===== config.mk =====
export PLATFORM = sky130hd
export DESIGN_NAME = mandelbrot_escape_time
export DESIGN_NICKNAME = d
export VERILOG_FILES = /design/src/rtl/core/mbe_pkg.sv /design/src/rtl/core/mbe_div.sv /design/src/rtl/core/mbe_orbit.sv /design/src/rtl/core/mandelbrot_escape_time.sv
export SDC_FILE = /design/constraint.sdc
export NUM_CORES = 2
export LEC_CHECK = 0
export BUFFER_PORTS_ARGS = -buffer_cell sky130_fd_sc_hd__buf_2
export CORE_MARGIN = 5
export CORE_UTILIZATION = 60
export DETAILED_ROUTE_END_ITERATION = 7
export PLACE_DENSITY = 0.72
export SLEW_MARGIN = 20
export SYNTH_ARGS = -nofsm -noshare
export SYNTH_HDL_FRONTEND = slang
export SYNTH_HIERARCHICAL = 1
export SYNTH_SLANG_ARGS = --single-unit

===== constraint.sdc =====
create_clock -name clk -period 16.2 [get_ports clk]
set_clock_uncertainty 0.05 [all_clocks]
set_input_delay 1.62 -clock clk [delete_from_list [all_inputs] [get_ports clk]]
set_output_delay 1.62 -clock clk [all_outputs]
set_load 0.02 [all_outputs]

===== src/rtl/core/mbe_pkg.sv =====
// shared constants, register indexes and control and status types of the escape-time block
package mbe_pkg;

  localparam int INT_BITS      = 6;
  localparam int MAX_SIZE_DEF  = 8192;
  localparam int FRAC_BITS_DEF = 26;

  localparam int PIX_W      = 13;
  localparam int SIZE_W     = 14;
  localparam int ITER_W     = 16;
  localparam int SHADE_W    = 9;
  localparam int SHADE_SH   = 8;
  localparam int CFG_IDX_W  = 1;
  localparam int CFG_DATA_W = 16;

  localparam logic [SIZE_W-1:0] IMAGE_SIZE_RST = SIZE_W'(5000);
  localparam logic [ITER_W-1:0] MAX_ITER_RST   = ITER_W'(500);

  localparam logic [CFG_IDX_W-1:0] REG_IMAGE_SIZE = 1'b0;
  localparam logic [CFG_IDX_W-1:0] REG_MAX_ITER   = 1'b1;

  typedef struct packed {
    logic load;
    logic sq_re;
    logic sq_im;
    logic step;
  } mbe_orbit_ctl_t;

  typedef struct packed {
    logic big;
    logic outside;
  } mbe_orbit_sts_t;

endpackage


===== src/rtl/core/mbe_div.sv =====
// iterative restoring divider, one quotient bit per cycle
module mbe_div #(
  parameter int DVW = 41,
  parameter int DSW = 16
) (
  input  logic           clk,
  input  logic           rst,
  input  logic           start,
  input  logic [DVW-1:0] dividend,
  input  logic [DSW-1:0] divisor,
  output logic           done,
  output logic [DVW-1:0] quotient
);

  localparam int CW = (DVW > 1) ? $clog2(DVW) : 1;

  logic           run;
  logic [CW-1:0]  cnt;
  logic [DVW-1:0] dvd;
  logic [DSW-1:0] rem;
  logic [DSW-1:0] dsr;
  logic [DSW:0]   shifted;
  logic [DSW+1:0] diff;
  logic           ge;

  always_comb begin
    shifted = {rem, dvd[DVW-1]};
    diff    = {1'b0, shifted} - {2'b00, dsr};
    ge      = ~diff[DSW+1];
  end

  always_ff @(posedge clk) begin
    if (rst) begin
      run  <= 1'b0;
      done <= 1'b0;
      cnt  <= '0;
    end else begin
      done <= 1'b0;
      if (start) begin
        run <= 1'b1;
        cnt <= '0;
      end else if (run) begin
        cnt <= cnt + CW'(1);
        if (cnt == CW'(DVW - 1)) begin
          run  <= 1'b0;
          done <= 1'b1;
        end
      end
    end
  end

  always_ff @(posedge clk) begin
    if (start) begin
      dvd <= dividend;
      dsr <= divisor;
      rem <= '0;
    end else if (run) begin
      dvd <= {dvd[DVW-2:0], ge};
      rem <= ge ? diff[DSW-1:0] : shifted[DSW-1:0];
    end
  end

  assign quotient = dvd;

endmodule


===== src/rtl/core/mbe_orbit.sv =====
// orbit datapath: z and c registers around one shared fixed-point multiplier
module mbe_orbit
  #(
  parameter int FRAC_BITS = mbe_pkg::FRAC_BITS_DEF
) (
  input  logic                                              clk,
  input  mbe_pkg::mbe_orbit_ctl_t                           ctl,
  input  logic signed [FRAC_BITS+mbe_pkg::INT_BITS-1:0]     c_re_in,
  input  logic signed [FRAC_BITS+mbe_pkg::INT_BITS-1:0]     c_im_in,
  output mbe_pkg::mbe_orbit_sts_t                           sts
);
  import mbe_pkg::*;

  localparam int QW  = FRAC_BITS + INT_BITS;
  localparam int SW2 = QW + 2;

  localparam logic signed [QW-1:0]  TWO_Q  = QW'(2) << FRAC_BITS;
  localparam logic signed [QW-1:0]  NTWO_Q = -TWO_Q;
  localparam logic signed [QW:0]    FOUR_Q = (QW + 1)'(4) << FRAC_BITS;
  localparam logic signed [QW-1:0]  QMAX   = {1'b0, {(QW-1){1'b1}}};
  localparam logic signed [QW-1:0]  QMIN   = {1'b1, {(QW-1){1'b0}}};
  localparam logic signed [SW2-1:0] SMAX   = SW2'(QMAX);
  localparam logic signed [SW2-1:0] SMIN   = SW2'(QMIN);

  logic signed [QW-1:0]     cre, cim, zre, zim, sr, si;
  logic signed [QW-1:0]     ma, mb, pq;
  logic signed [2*QW-1:0]   prod;
  logic signed [QW:0]       mag2;
  logic signed [SW2-1:0]    sre, sim;
  logic signed [QW-1:0]     nre, nim;

  // operand select for the shared multiplier
  always_comb begin
    if (ctl.sq_re) begin
      ma = zre;
      mb = zre;
    end else if (ctl.sq_im) begin
      ma = zim;
      mb = zim;
    end else begin
      ma = zre;
      mb = zim;
    end
    prod = ma * mb;
    pq   = $signed(prod[FRAC_BITS+QW-1:FRAC_BITS]);
  end

  always_comb begin
    sre = SW2'(sr) - SW2'(si) + SW2'(cre);
    sim = (SW2'(pq) <<< 1) + SW2'(cim);
    if (sre > SMAX) nre = QMAX;
    else if (sre < SMIN) nre = QMIN;
    else nre = sre[QW-1:0];
    if (sim > SMAX) nim = QMAX;
    else if (sim < SMIN) nim = QMIN;
    else nim = sim[QW-1:0];
  end

  always_comb begin
    mag2        = (QW + 1)'(sr) + (QW + 1)'(si);
    sts.big     = (zre > TWO_Q) || (zre < NTWO_Q) || (zim > TWO_Q) || (zim < NTWO_Q);
    sts.outside = mag2 > FOUR_Q;
  end

  always_ff @(posedge clk) begin
    if (ctl.load) begin
      cre <= c_re_in;
      cim <= c_im_in;
      zre <= c_re_in;
      zim <= c_im_in;
    end else if (ctl.sq_re) begin
      sr <= pq;
    end else if (ctl.sq_im) begin
      si <= pq;
    end else if (ctl.step) begin
      zre <= nre;
      zim <= nim;
    end
  end

endmodule


===== src/rtl/core/mandelbrot_escape_time.sv =====
// escape-time pixel evaluator: sequencer, config registers and coordinate scaling
// the work per word is done by the shared bit-serial divider, which runs once per
// coordinate and once for the shade (not when max_iter is 0), and by the shared
// multiplier, three passes per step
// throughput: one word at a time, start is taken only while busy is low
// reset: rst is synchronous, active high; it idles the sequencer and loads
// image_size 5000 and max_iter 500; the result strobe done is never held off
module mandelbrot_escape_time
  #(
  parameter int MAX_SIZE  = mbe_pkg::MAX_SIZE_DEF,
  parameter int FRAC_BITS = mbe_pkg::FRAC_BITS_DEF
) (
  input  logic                             clk,
  input  logic                             rst,
  input  logic                             start,
  output logic                             busy,
  input  logic [mbe_pkg::PIX_W-1:0]        row,
  input  logic [mbe_pkg::PIX_W-1:0]        col,
  input  logic                             cfg_valid,
  output logic                             cfg_ready,
  input  logic [mbe_pkg::CFG_IDX_W-1:0]    cfg_index,
  input  logic [mbe_pkg::CFG_DATA_W-1:0]   cfg_data,
  output logic                             done,
  output logic [mbe_pkg::SHADE_W-1:0]      shade,
  output logic [mbe_pkg::ITER_W-1:0]       iterations
);
  import mbe_pkg::*;

  localparam int QW  = FRAC_BITS + INT_BITS;
  localparam int DVW = FRAC_BITS + PIX_W + 2;
  localparam int DSW = ITER_W;

  localparam logic [DVW-1:0]       Q_HALF = {{(DVW-1){1'b0}}, 1'b1} << (QW - 1);
  localparam logic signed [QW-1:0] QMAX   = {1'b0, {(QW-1){1'b1}}};
  localparam logic signed [QW-1:0] QMIN   = {1'b1, {(QW-1){1'b0}}};

  typedef enum logic [6:0] {
    S_IDLE      = 7'b0000001,
    S_DIV_RE    = 7'b0000010,
    S_DIV_IM    = 7'b0000100,
    S_SQ_RE     = 7'b0001000,
    S_SQ_IM     = 7'b0010000,
    S_CROSS     = 7'b0100000,
    S_DIV_SHADE = 7'b1000000
  } state_t;

  state_t state, state_next;

  logic [SIZE_W-1:0]       image_size;
  logic [ITER_W-1:0]       max_iter;
  logic [SIZE_W-1:0]       size_eff;
  logic [SIZE_W-1:0]       size;
  logic [ITER_W-1:0]       lim;
  logic [PIX_W-1:0]        col_q;
  logic [ITER_W-1:0]       k;
  logic                    sgn;
  logic signed [QW-1:0]    cre;
  logic signed [QW-1:0]    c_sat;

  logic [PIX_W-1:0]        pix;
  logic [SIZE_W-1:0]       pix_size;
  logic signed [PIX_W:0]   d;
  logic [PIX_W-1:0]        d_mag;

  logic                    div_start;
  logic [DVW-1:0]          div_dividend;
  logic [DSW-1:0]          div_divisor;
  logic                    div_done;
  logic [DVW-1:0]          div_q;

  logic                    finish;
  mbe_orbit_ctl_t          ctl;
  mbe_orbit_sts_t          sts;

  assign cfg_ready = 1'b1;
  assign busy      = (state != S_IDLE);

  always_ff @(posedge clk) begin
    if (rst) begin
      image_size <= IMAGE_SIZE_RST;
      max_iter   <= MAX_ITER_RST;
    end else if (cfg_valid && cfg_ready) begin
      case (cfg_index)
        REG_IMAGE_SIZE: image_size <= cfg_data[SIZE_W-1:0];
        REG_MAX_ITER:   max_iter   <= cfg_data[ITER_W-1:0];
        default: ;
      endcase
    end
  end

  always_comb begin
    if (image_size == '0) size_eff = SIZE_W'(1);
    else if (32'(image_size) > MAX_SIZE) size_eff = SIZE_W'(MAX_SIZE);
    else size_eff = image_size;
  end

  // pixel offset from the image center, row on accept and col afterwards
  always_comb begin
    pix      = (state == S_IDLE) ? row : col_q;
    pix_size = (state == S_IDLE) ? size_eff : size;
    d        = $signed({1'b0, pix}) - $signed({1'b0, pix_size[SIZE_W-1:1]});
    d_mag    = d[PIX_W] ? PIX_W'(-d) : d[PIX_W-1:0];
  end

  // saturate the divider quotient into a signed coordinate
  always_comb begin
    if (!sgn) begin
      c_sat = (div_q >= Q_HALF) ? QMAX : $signed(div_q[QW-1:0]);
    end else begin
      c_sat = (div_q > Q_HALF) ? QMIN : $signed(-div_q[QW-1:0]);
    end
  end

  assign finish = (state == S_SQ_RE && sts.big) ||
                  (state == S_CROSS && (sts.outside || k == lim));

  always_comb begin
    state_next   = state;
    div_start    = 1'b0;
    div_dividend = {d_mag, {(FRAC_BITS + 2){1'b0}}};
    div_divisor  = DSW'(pix_size);
    ctl          = '0;
    case (state)
      S_IDLE: begin
        if (start) begin
          div_start  = 1'b1;
          state_next = S_DIV_RE;
        end
      end
      S_DIV_RE: begin
        if (div_done) begin
          div_start  = 1'b1;
          state_next = S_DIV_IM;
        end
      end
      S_DIV_IM: begin
        if (div_done) begin
          ctl.load   = 1'b1;
          state_next = S_SQ_RE;
        end
      end
      S_SQ_RE: begin
        if (!sts.big) begin
          ctl.sq_re  = 1'b1;
          state_next = S_SQ_IM;
        end
      end
      S_SQ_IM: begin
        ctl.sq_im  = 1'b1;
        state_next = S_CROSS;
      end
      S_CROSS: begin
        if (!finish) begin
          ctl.step   = 1'b1;
          state_next = S_SQ_RE;
        end
      end
      S_DIV_SHADE: begin
        if (div_done) state_next = S_IDLE;
      end
      default: state_next = S_IDLE;
    endcase
    if (finish) begin
      div_dividend = DVW'({k, {SHADE_SH{1'b0}}});
      div_divisor  = lim;
      if (lim == '0) begin
        state_next = S_IDLE;
      end else begin
        div_start  = 1'b1;
        state_next = S_DIV_SHADE;
      end
    end
  end

  always_ff @(posedge clk) begin
    if (rst) begin
      state <= S_IDLE;
      done  <= 1'b0;
    end else begin
      state <= state_next;
      done  <= (finish && lim == '0) || (state == S_DIV_SHADE && div_done);
    end
  end

  always_ff @(posedge clk) begin
    if (state == S_IDLE && start) begin
      col_q <= col;
      size  <= size_eff;
      lim   <= max_iter;
    end
    if (div_start && !finish) sgn <= d[PIX_W];
    if (state == S_DIV_RE && div_done) cre <= c_sat;
    if (ctl.load) k <= '0;
    else if (ctl.step) k <= k + ITER_W'(1);
    if (finish) iterations <= k;
    if (finish && lim == '0) shade <= '0;
    else if (state == S_DIV_SHADE && div_done) shade <= div_q[SHADE_W-1:0];
  end

  mbe_div #(
    .DVW(DVW),
    .DSW(DSW)
  ) u_div (
    .clk      (clk),
    .rst      (rst),
    .start    (div_start),
    .dividend (div_dividend),
    .divisor  (div_divisor),
    .done     (div_done),
    .quotient (div_q)
  );

  mbe_orbit #(
    .FRAC_BITS(FRAC_BITS)
  ) u_orbit (
    .clk     (clk),
    .ctl     (ctl),
    .c_re_in (cre),
    .c_im_in (c_sat),
    .sts     (sts)
  );

endmodule


* After elaboration in Yosys (flattened, before gate mapping)
Cells that the tools add are included.
Cells by class: add/sub/neg operators 10, multipliers 1, order comparisons 12, equality and inequality tests 17, multiplexer cells 51, bitwise gates (word level) 5, reduce and logical (&&, ||, !) cells 26
Operators with widths (number):
- two-way mux 32 bit | 18
- two-way mux 41 bit | 3
- adder 33 x 32 -> 34 bit | 2
- > comparator 34 x 32 -> 1 bit, second input constant | 2
- less-than comparator 34 x 32 -> 1 bit, second input constant | 2
- > comparator 32 x 29 -> 1 bit, second input constant | 2
- less-than comparator 32 x 28 -> 1 bit, second input constant | 2
- multiplier 32 x 32 -> 58 bit | 1
- two-way mux 14 bit | 4
- two-way mux 7 bit | 7
- one-hot mux 7 bit (7 select lines) | 1
- >= comparator 41 x 32 -> 1 bit, second input constant | 1
- > comparator 41 x 32 -> 1 bit, second input constant | 1
- adder 32 x 32 -> 33 bit | 1
- > comparator 33 x 30 -> 1 bit, second input constant | 1
- subtractor 32 x 32 -> 33 bit | 1
- negator 32 bit | 1
- two-way mux 13 bit | 2
- subtractor 17 x 16 -> 18 bit | 1
- adder 16 x 1 -> 16 bit, second input constant | 1
- equality test 16 bit | 1
- logical NOT 16 bit | 1
- two-way mux 16 bit | 1
- > comparator 14 bit, second input constant | 1
- 28 further kinds | 64
Storage, ports and cells: flip-flop bits (word level) 428, logic and storage cells 147

* Logic depth before layout (Yosys ltp)
depth after elaboration 16, gate-level depth with buffers 56, gate-level depth less buffers 49

* Hierarchy
The synthesis kept the hierarchy.
Modules (own cells, without submodules):
- mbe_orbit | times used 1, cells an instance 4915, area each 46524.6 µm², sequential area each 5765.5 µm²
- mandelbrot_escape_time | times used 1, cells an instance 906, area each 8196.6 µm², sequential area each 4023.9 µm²
- mbe_div | times used 1, cells an instance 345, area each 4072.7 µm², sequential area each 2192.1 µm²

* Worst setup path after synthesis
No wires, ideal clock.
path type reg2reg, from reg state[2], to reg u_orbit.zim[27], data pin, library setup time 0.271 ns, arrival 12.417 ns, data required time 15.879 ns, setup slack 3.462 ns, stages on the path, launching flop included 46, path buffers 6, path through dfxtp_1 > clkbuf_1 > or2_2 > nor4_1 > nor2b_1 > clkbuf_1 > clkbuf_1 > clkbuf_1 > mux2i_1 > clkbuf_1 > nor2_1 > fa_1 > fa_1 > fa_1 > inv_1 > fa_1 > inv_1 > fa_1 > [... 10 more ...] > o211ai_1 > nand2_1 > a21oi_1 > o21ai_0 > a221oi_1 > xnor2_1 > ha_1 > a2111o_1 > a2111oi_1 > nor3_2 > a31oi_1 > o21ai_1 > a211oi_1 > o31a_1 > o22ai_2 > a21oi_2 > buf_4 > o32ai_1
RTL lines:
- start, declared | RTL line mandelbrot_escape_time.sv:47 | state_t state, state_next;
- start signal, assigned | RTL line mandelbrot_escape_time.sv:180 | state <= state_next;
- end signal, assigned | RTL line mbe_orbit.sv:70 | zim <= c_im_in;
- end signal, assigned | RTL line mbe_orbit.sv:77 | zim <= nim;
- end, declared | RTL line mbe_orbit.sv:25 | logic signed [QW-1:0] cre, cim, zre, zim, sr, si;

==> impl_metrics.tcl <==
set metrics [dict create \
    netlist_area_mm2 0.0588 \
    finish.utilization 0.644 \
    gp_congestion 1.05 \
    ys_seq_area_frac 0.204 \
    coreArea_mm2 0.0970 \
    path_clk_slew_ns 0.06 \
    fmax_mhz 64.0 \
    rows 114 \
    htreeDepth 2 \
    finalPower_mw 3.04 \
    critPathKind "register to register" \
    power.leakage_nw 28.8 \
    finalWirelength_um 180000 \
    first_pass_iters 7 \
    ys_warn_count 6 \
    synth_edf_count 341 \
    num-nets-final 7546 \
    cts_buffers 47 \
    slowest_stage "mux2i_2" \
    syn_inst 6166 \
    multi_input_area_mm2 0.0419 \
    antenna_found_initial 3 \
    final-hold-violation-count 0 \
    timing.setup.tns_ns 0 \
    areaGrowthSynthToFinish_pct 6.27 \
    setup_viol 0 \
    dp.cells 7375 \
    drc 0 \
    cts_tree "done" \
    drive_above_1_share 0.0750 \
    irDropWorstVdd_v 0.000103 \
    tightest_slew_ns 1.24 \
    portBuffers 73 \
    vias 44935 \
    setup_slack_ns 0.567 \
    ant_nets 0 \
    netlist-cell-type-count 106 \
    stdcell_count 7463 \
    ys.flop_type "edfxtp_1" \
    cpMostUsedCell "fa_1" \
    critPathMaxStageDelay_ns 0.93 \
    diodes 0 \
    preCtsSetupSlack_ns 1.46 \
    synth-async-reset-ratio 0 \
    fin_crit_sh 0.965 \
    power_density_mw_per_mm2 48.6 \
    critical_path_arrival_ns 15.86 \
    dpl.hpwl_um 143000 \
    cp_max_fo 21 \
    fin_crit_ns 15.63 \
    reg2reg_depth 45 \
    end_kind "register" \
    route.detailed.wl_per_inst_um 24.1 \
    min_path_cells 0 \
    cts_buffer_depth 3 \
    ys_ff_latch 428 \
    clockRootBuffer "clkbuf_16" \
    die_h_um 323 \
    worstPathRequired_ns 16.43 \
    startpoint_type "register" \
    ios 75 \
    status "completed" \
    post_cts_resized 0 \
    hold_buffers 0 \
    clk_latency_ns 0.62 \
    clkSinkCount 428 \
    start_util 0.606 \
    slew_violations 0 \
    grt_pass1_wl_um 279000 \
    drt_iter0_markers 4936 \
    gr-total-overflow 0 \
    maxSlewHeadroom 0.158 \
    hold_class "register to register" \
    cap_viol_max_count 0 \
    grt_max_degree 80 \
    seq_area_mm2 0.0120 \
    track_usage 0.353 \
    avgViaCountPerCell 6.02 \
    post_cts_buffers 0 \
    rsz0062_at_grt "false" \
    avgSynthCellArea_um2 9.54 \
    dieArea_mm2 0.104 \
    n_fill_cell 7897 \
    die_x_um 323 \
    grt_pass1_vias 46556 \
]
[placed cells by master (no fill, tap or decap), types with 25 or more instances in the layout]
cell type	netlist	routed
a211oi_1	30	30
a21o_1	78	77
a21oi_1	255	255
a221o_1	33	33
a31oi_1	25	25
and3_1	41	41
buf_2	7	73
buf_4	6	107
clkbuf_16	0	48
dfxtp_1	87	87
edfxtp_1	341	341
fa_1	1046	1046
ha_1	305	305
inv_1	1132	1132
mux2_2	103	103
mux2i_1	96	53
mux2i_2	0	33
nand2_1	685	685
nand3_1	48	48
nand4_1	42	42
nor2_1	779	777
nor2b_1	53	50
nor3_1	50	50
nor4_1	36	35
o21ai_0	101	101
o21ai_1	27	27
xnor2_1	115	115
xor2_1	84	84
[Yosys cell counts (50+ instances only)]
| cell type | n | area, µm² |
|---|---|---|
| fa_1 | 1046 | 20900 |
| mux2i_1 | 96 | 961 |
| nor3_1 | 50 | 250 |
| dfxtp_1 | 87 | 1740 |
| nor2b_1 | 53 | 332 |
| xor2_1 | 84 | 736 |
| edfxtp_1 | 341 | 10200 |
| inv_1 | 1132 | 4250 |
| nand2_1 | 685 | 2570 |
| a21oi_1 | 255 | 1280 |
| xnor2_1 | 115 | 1010 |
| o21ai_0 | 101 | 505 |
| clkbuf_1 | 225 | 845 |
| a21o_1 | 78 | 586 |
| mux2_2 | 103 | 1160 |
| nor2_1 | 779 | 2920 |
| ha_1 | 305 | 3820 |
[power breakdown]
part | switching, mW | internal [mW]
clock network | 0.459 | 0.624
registers | 0.0698 | 1.28
logic | 0.365 | 0.239
total | 0.894 | 2.14
[metrics by stage]
| step | area (µm²) | hold WS, ns |
|---|---|---|
| floorplan | 58800 | 0.358 |
| global placement | 60800 | 0.360 |
| detailed placement | 60900 | 0.362 |
| CTS | 62500 | 0.374 |
| global route | 62500 | 0.380 |
| finish | 62500 | 0.376 |
[flip-flops by register name, indices dropped and copies added, names as in the netlist, 6 cells and up]
name,flops
u_orbit/zim,32
max_iter,16
k,16
lim,16
u_div/dsr,16
u_orbit/zre,32
u_orbit/cre,32
iterations,16
state,7
u_orbit/cim,32
size,14
cre,32
image_size,14
u_orbit/si,32
u_div/quotient,41
u_div/cnt,6
u_div/rem,16
col_q,13
u_orbit/sr,32
shade,9
[area by class of cell]
| type | count | share of cell area |
|---|---|---|
| clock buffer | 66 | 0.0211 |
| clock inverter | 22 | 0.00413 |
| inverter | 1134 | 0.0681 |
| multi-input combinational | 4355 | 0.670 |
| sequential | 428 | 0.192 |
| tap | 1276 | 0.0256 |
| timing repair buffer | 182 | 0.0193 |
[per-layer routing]
layer / global-route usage / routed length (µm) / part of all wire / vias to the layer above
met5: 0 / 13 / 0.000072 / -
met4: 0.159 / 10900 / 0.061 / 2
met3: 0.116 / 23000 / 0.13 / 582
met2: 0.530 / 77600 / 0.43 / 2517
met1: 0.472 / 68300 / 0.38 / 22328
li1: - / - / - / 19506
[cells by family after synthesis]
| logic type | synth area share |
|---|---|
| fa+ha+maj | 0.421 |
| other cells | 0.000128 |
| flops | 0.204 |
| xor+xnor | 0.0296 |
| buf+inv | 0.0903 |
| mux | 0.0363 |
| compound gates | 0.0822 |
| simple gates | 0.137 |
[path summary, 6_finish.rpt]
path,slack (ns),from,endpoint
worst max-delay path,0.57,u_orbit/zim[22]$_DFFE_PP_,u_orbit/zim[14]$_DFFE_PP_
worst min-delay path,0.38,max_iter[11]$_SDFFE_PP0P_,lim[11]$_DFFE_PP_
worst max register to register,0.57,u_orbit/zim[22]$_DFFE_PP_,u_orbit/zim[14]$_DFFE_PP_
worst min register to register,0.38,max_iter[11]$_SDFFE_PP0P_,lim[11]$_DFFE_PP_
[critical path, delay by kind of cell, from the launching register on]
family | cells | cell delay (ns)
mux | 1 | 0.93
fa+ha+maj | 10 | 4.80
simple gates | 10 | 1.91
buf+inv | 7 | 1.22
xor+xnor | 1 | 0.89
compound gates | 16 | 4.88
flops | 1 | 0.61
No activity file was read; power rests on OpenSTA's default activity.
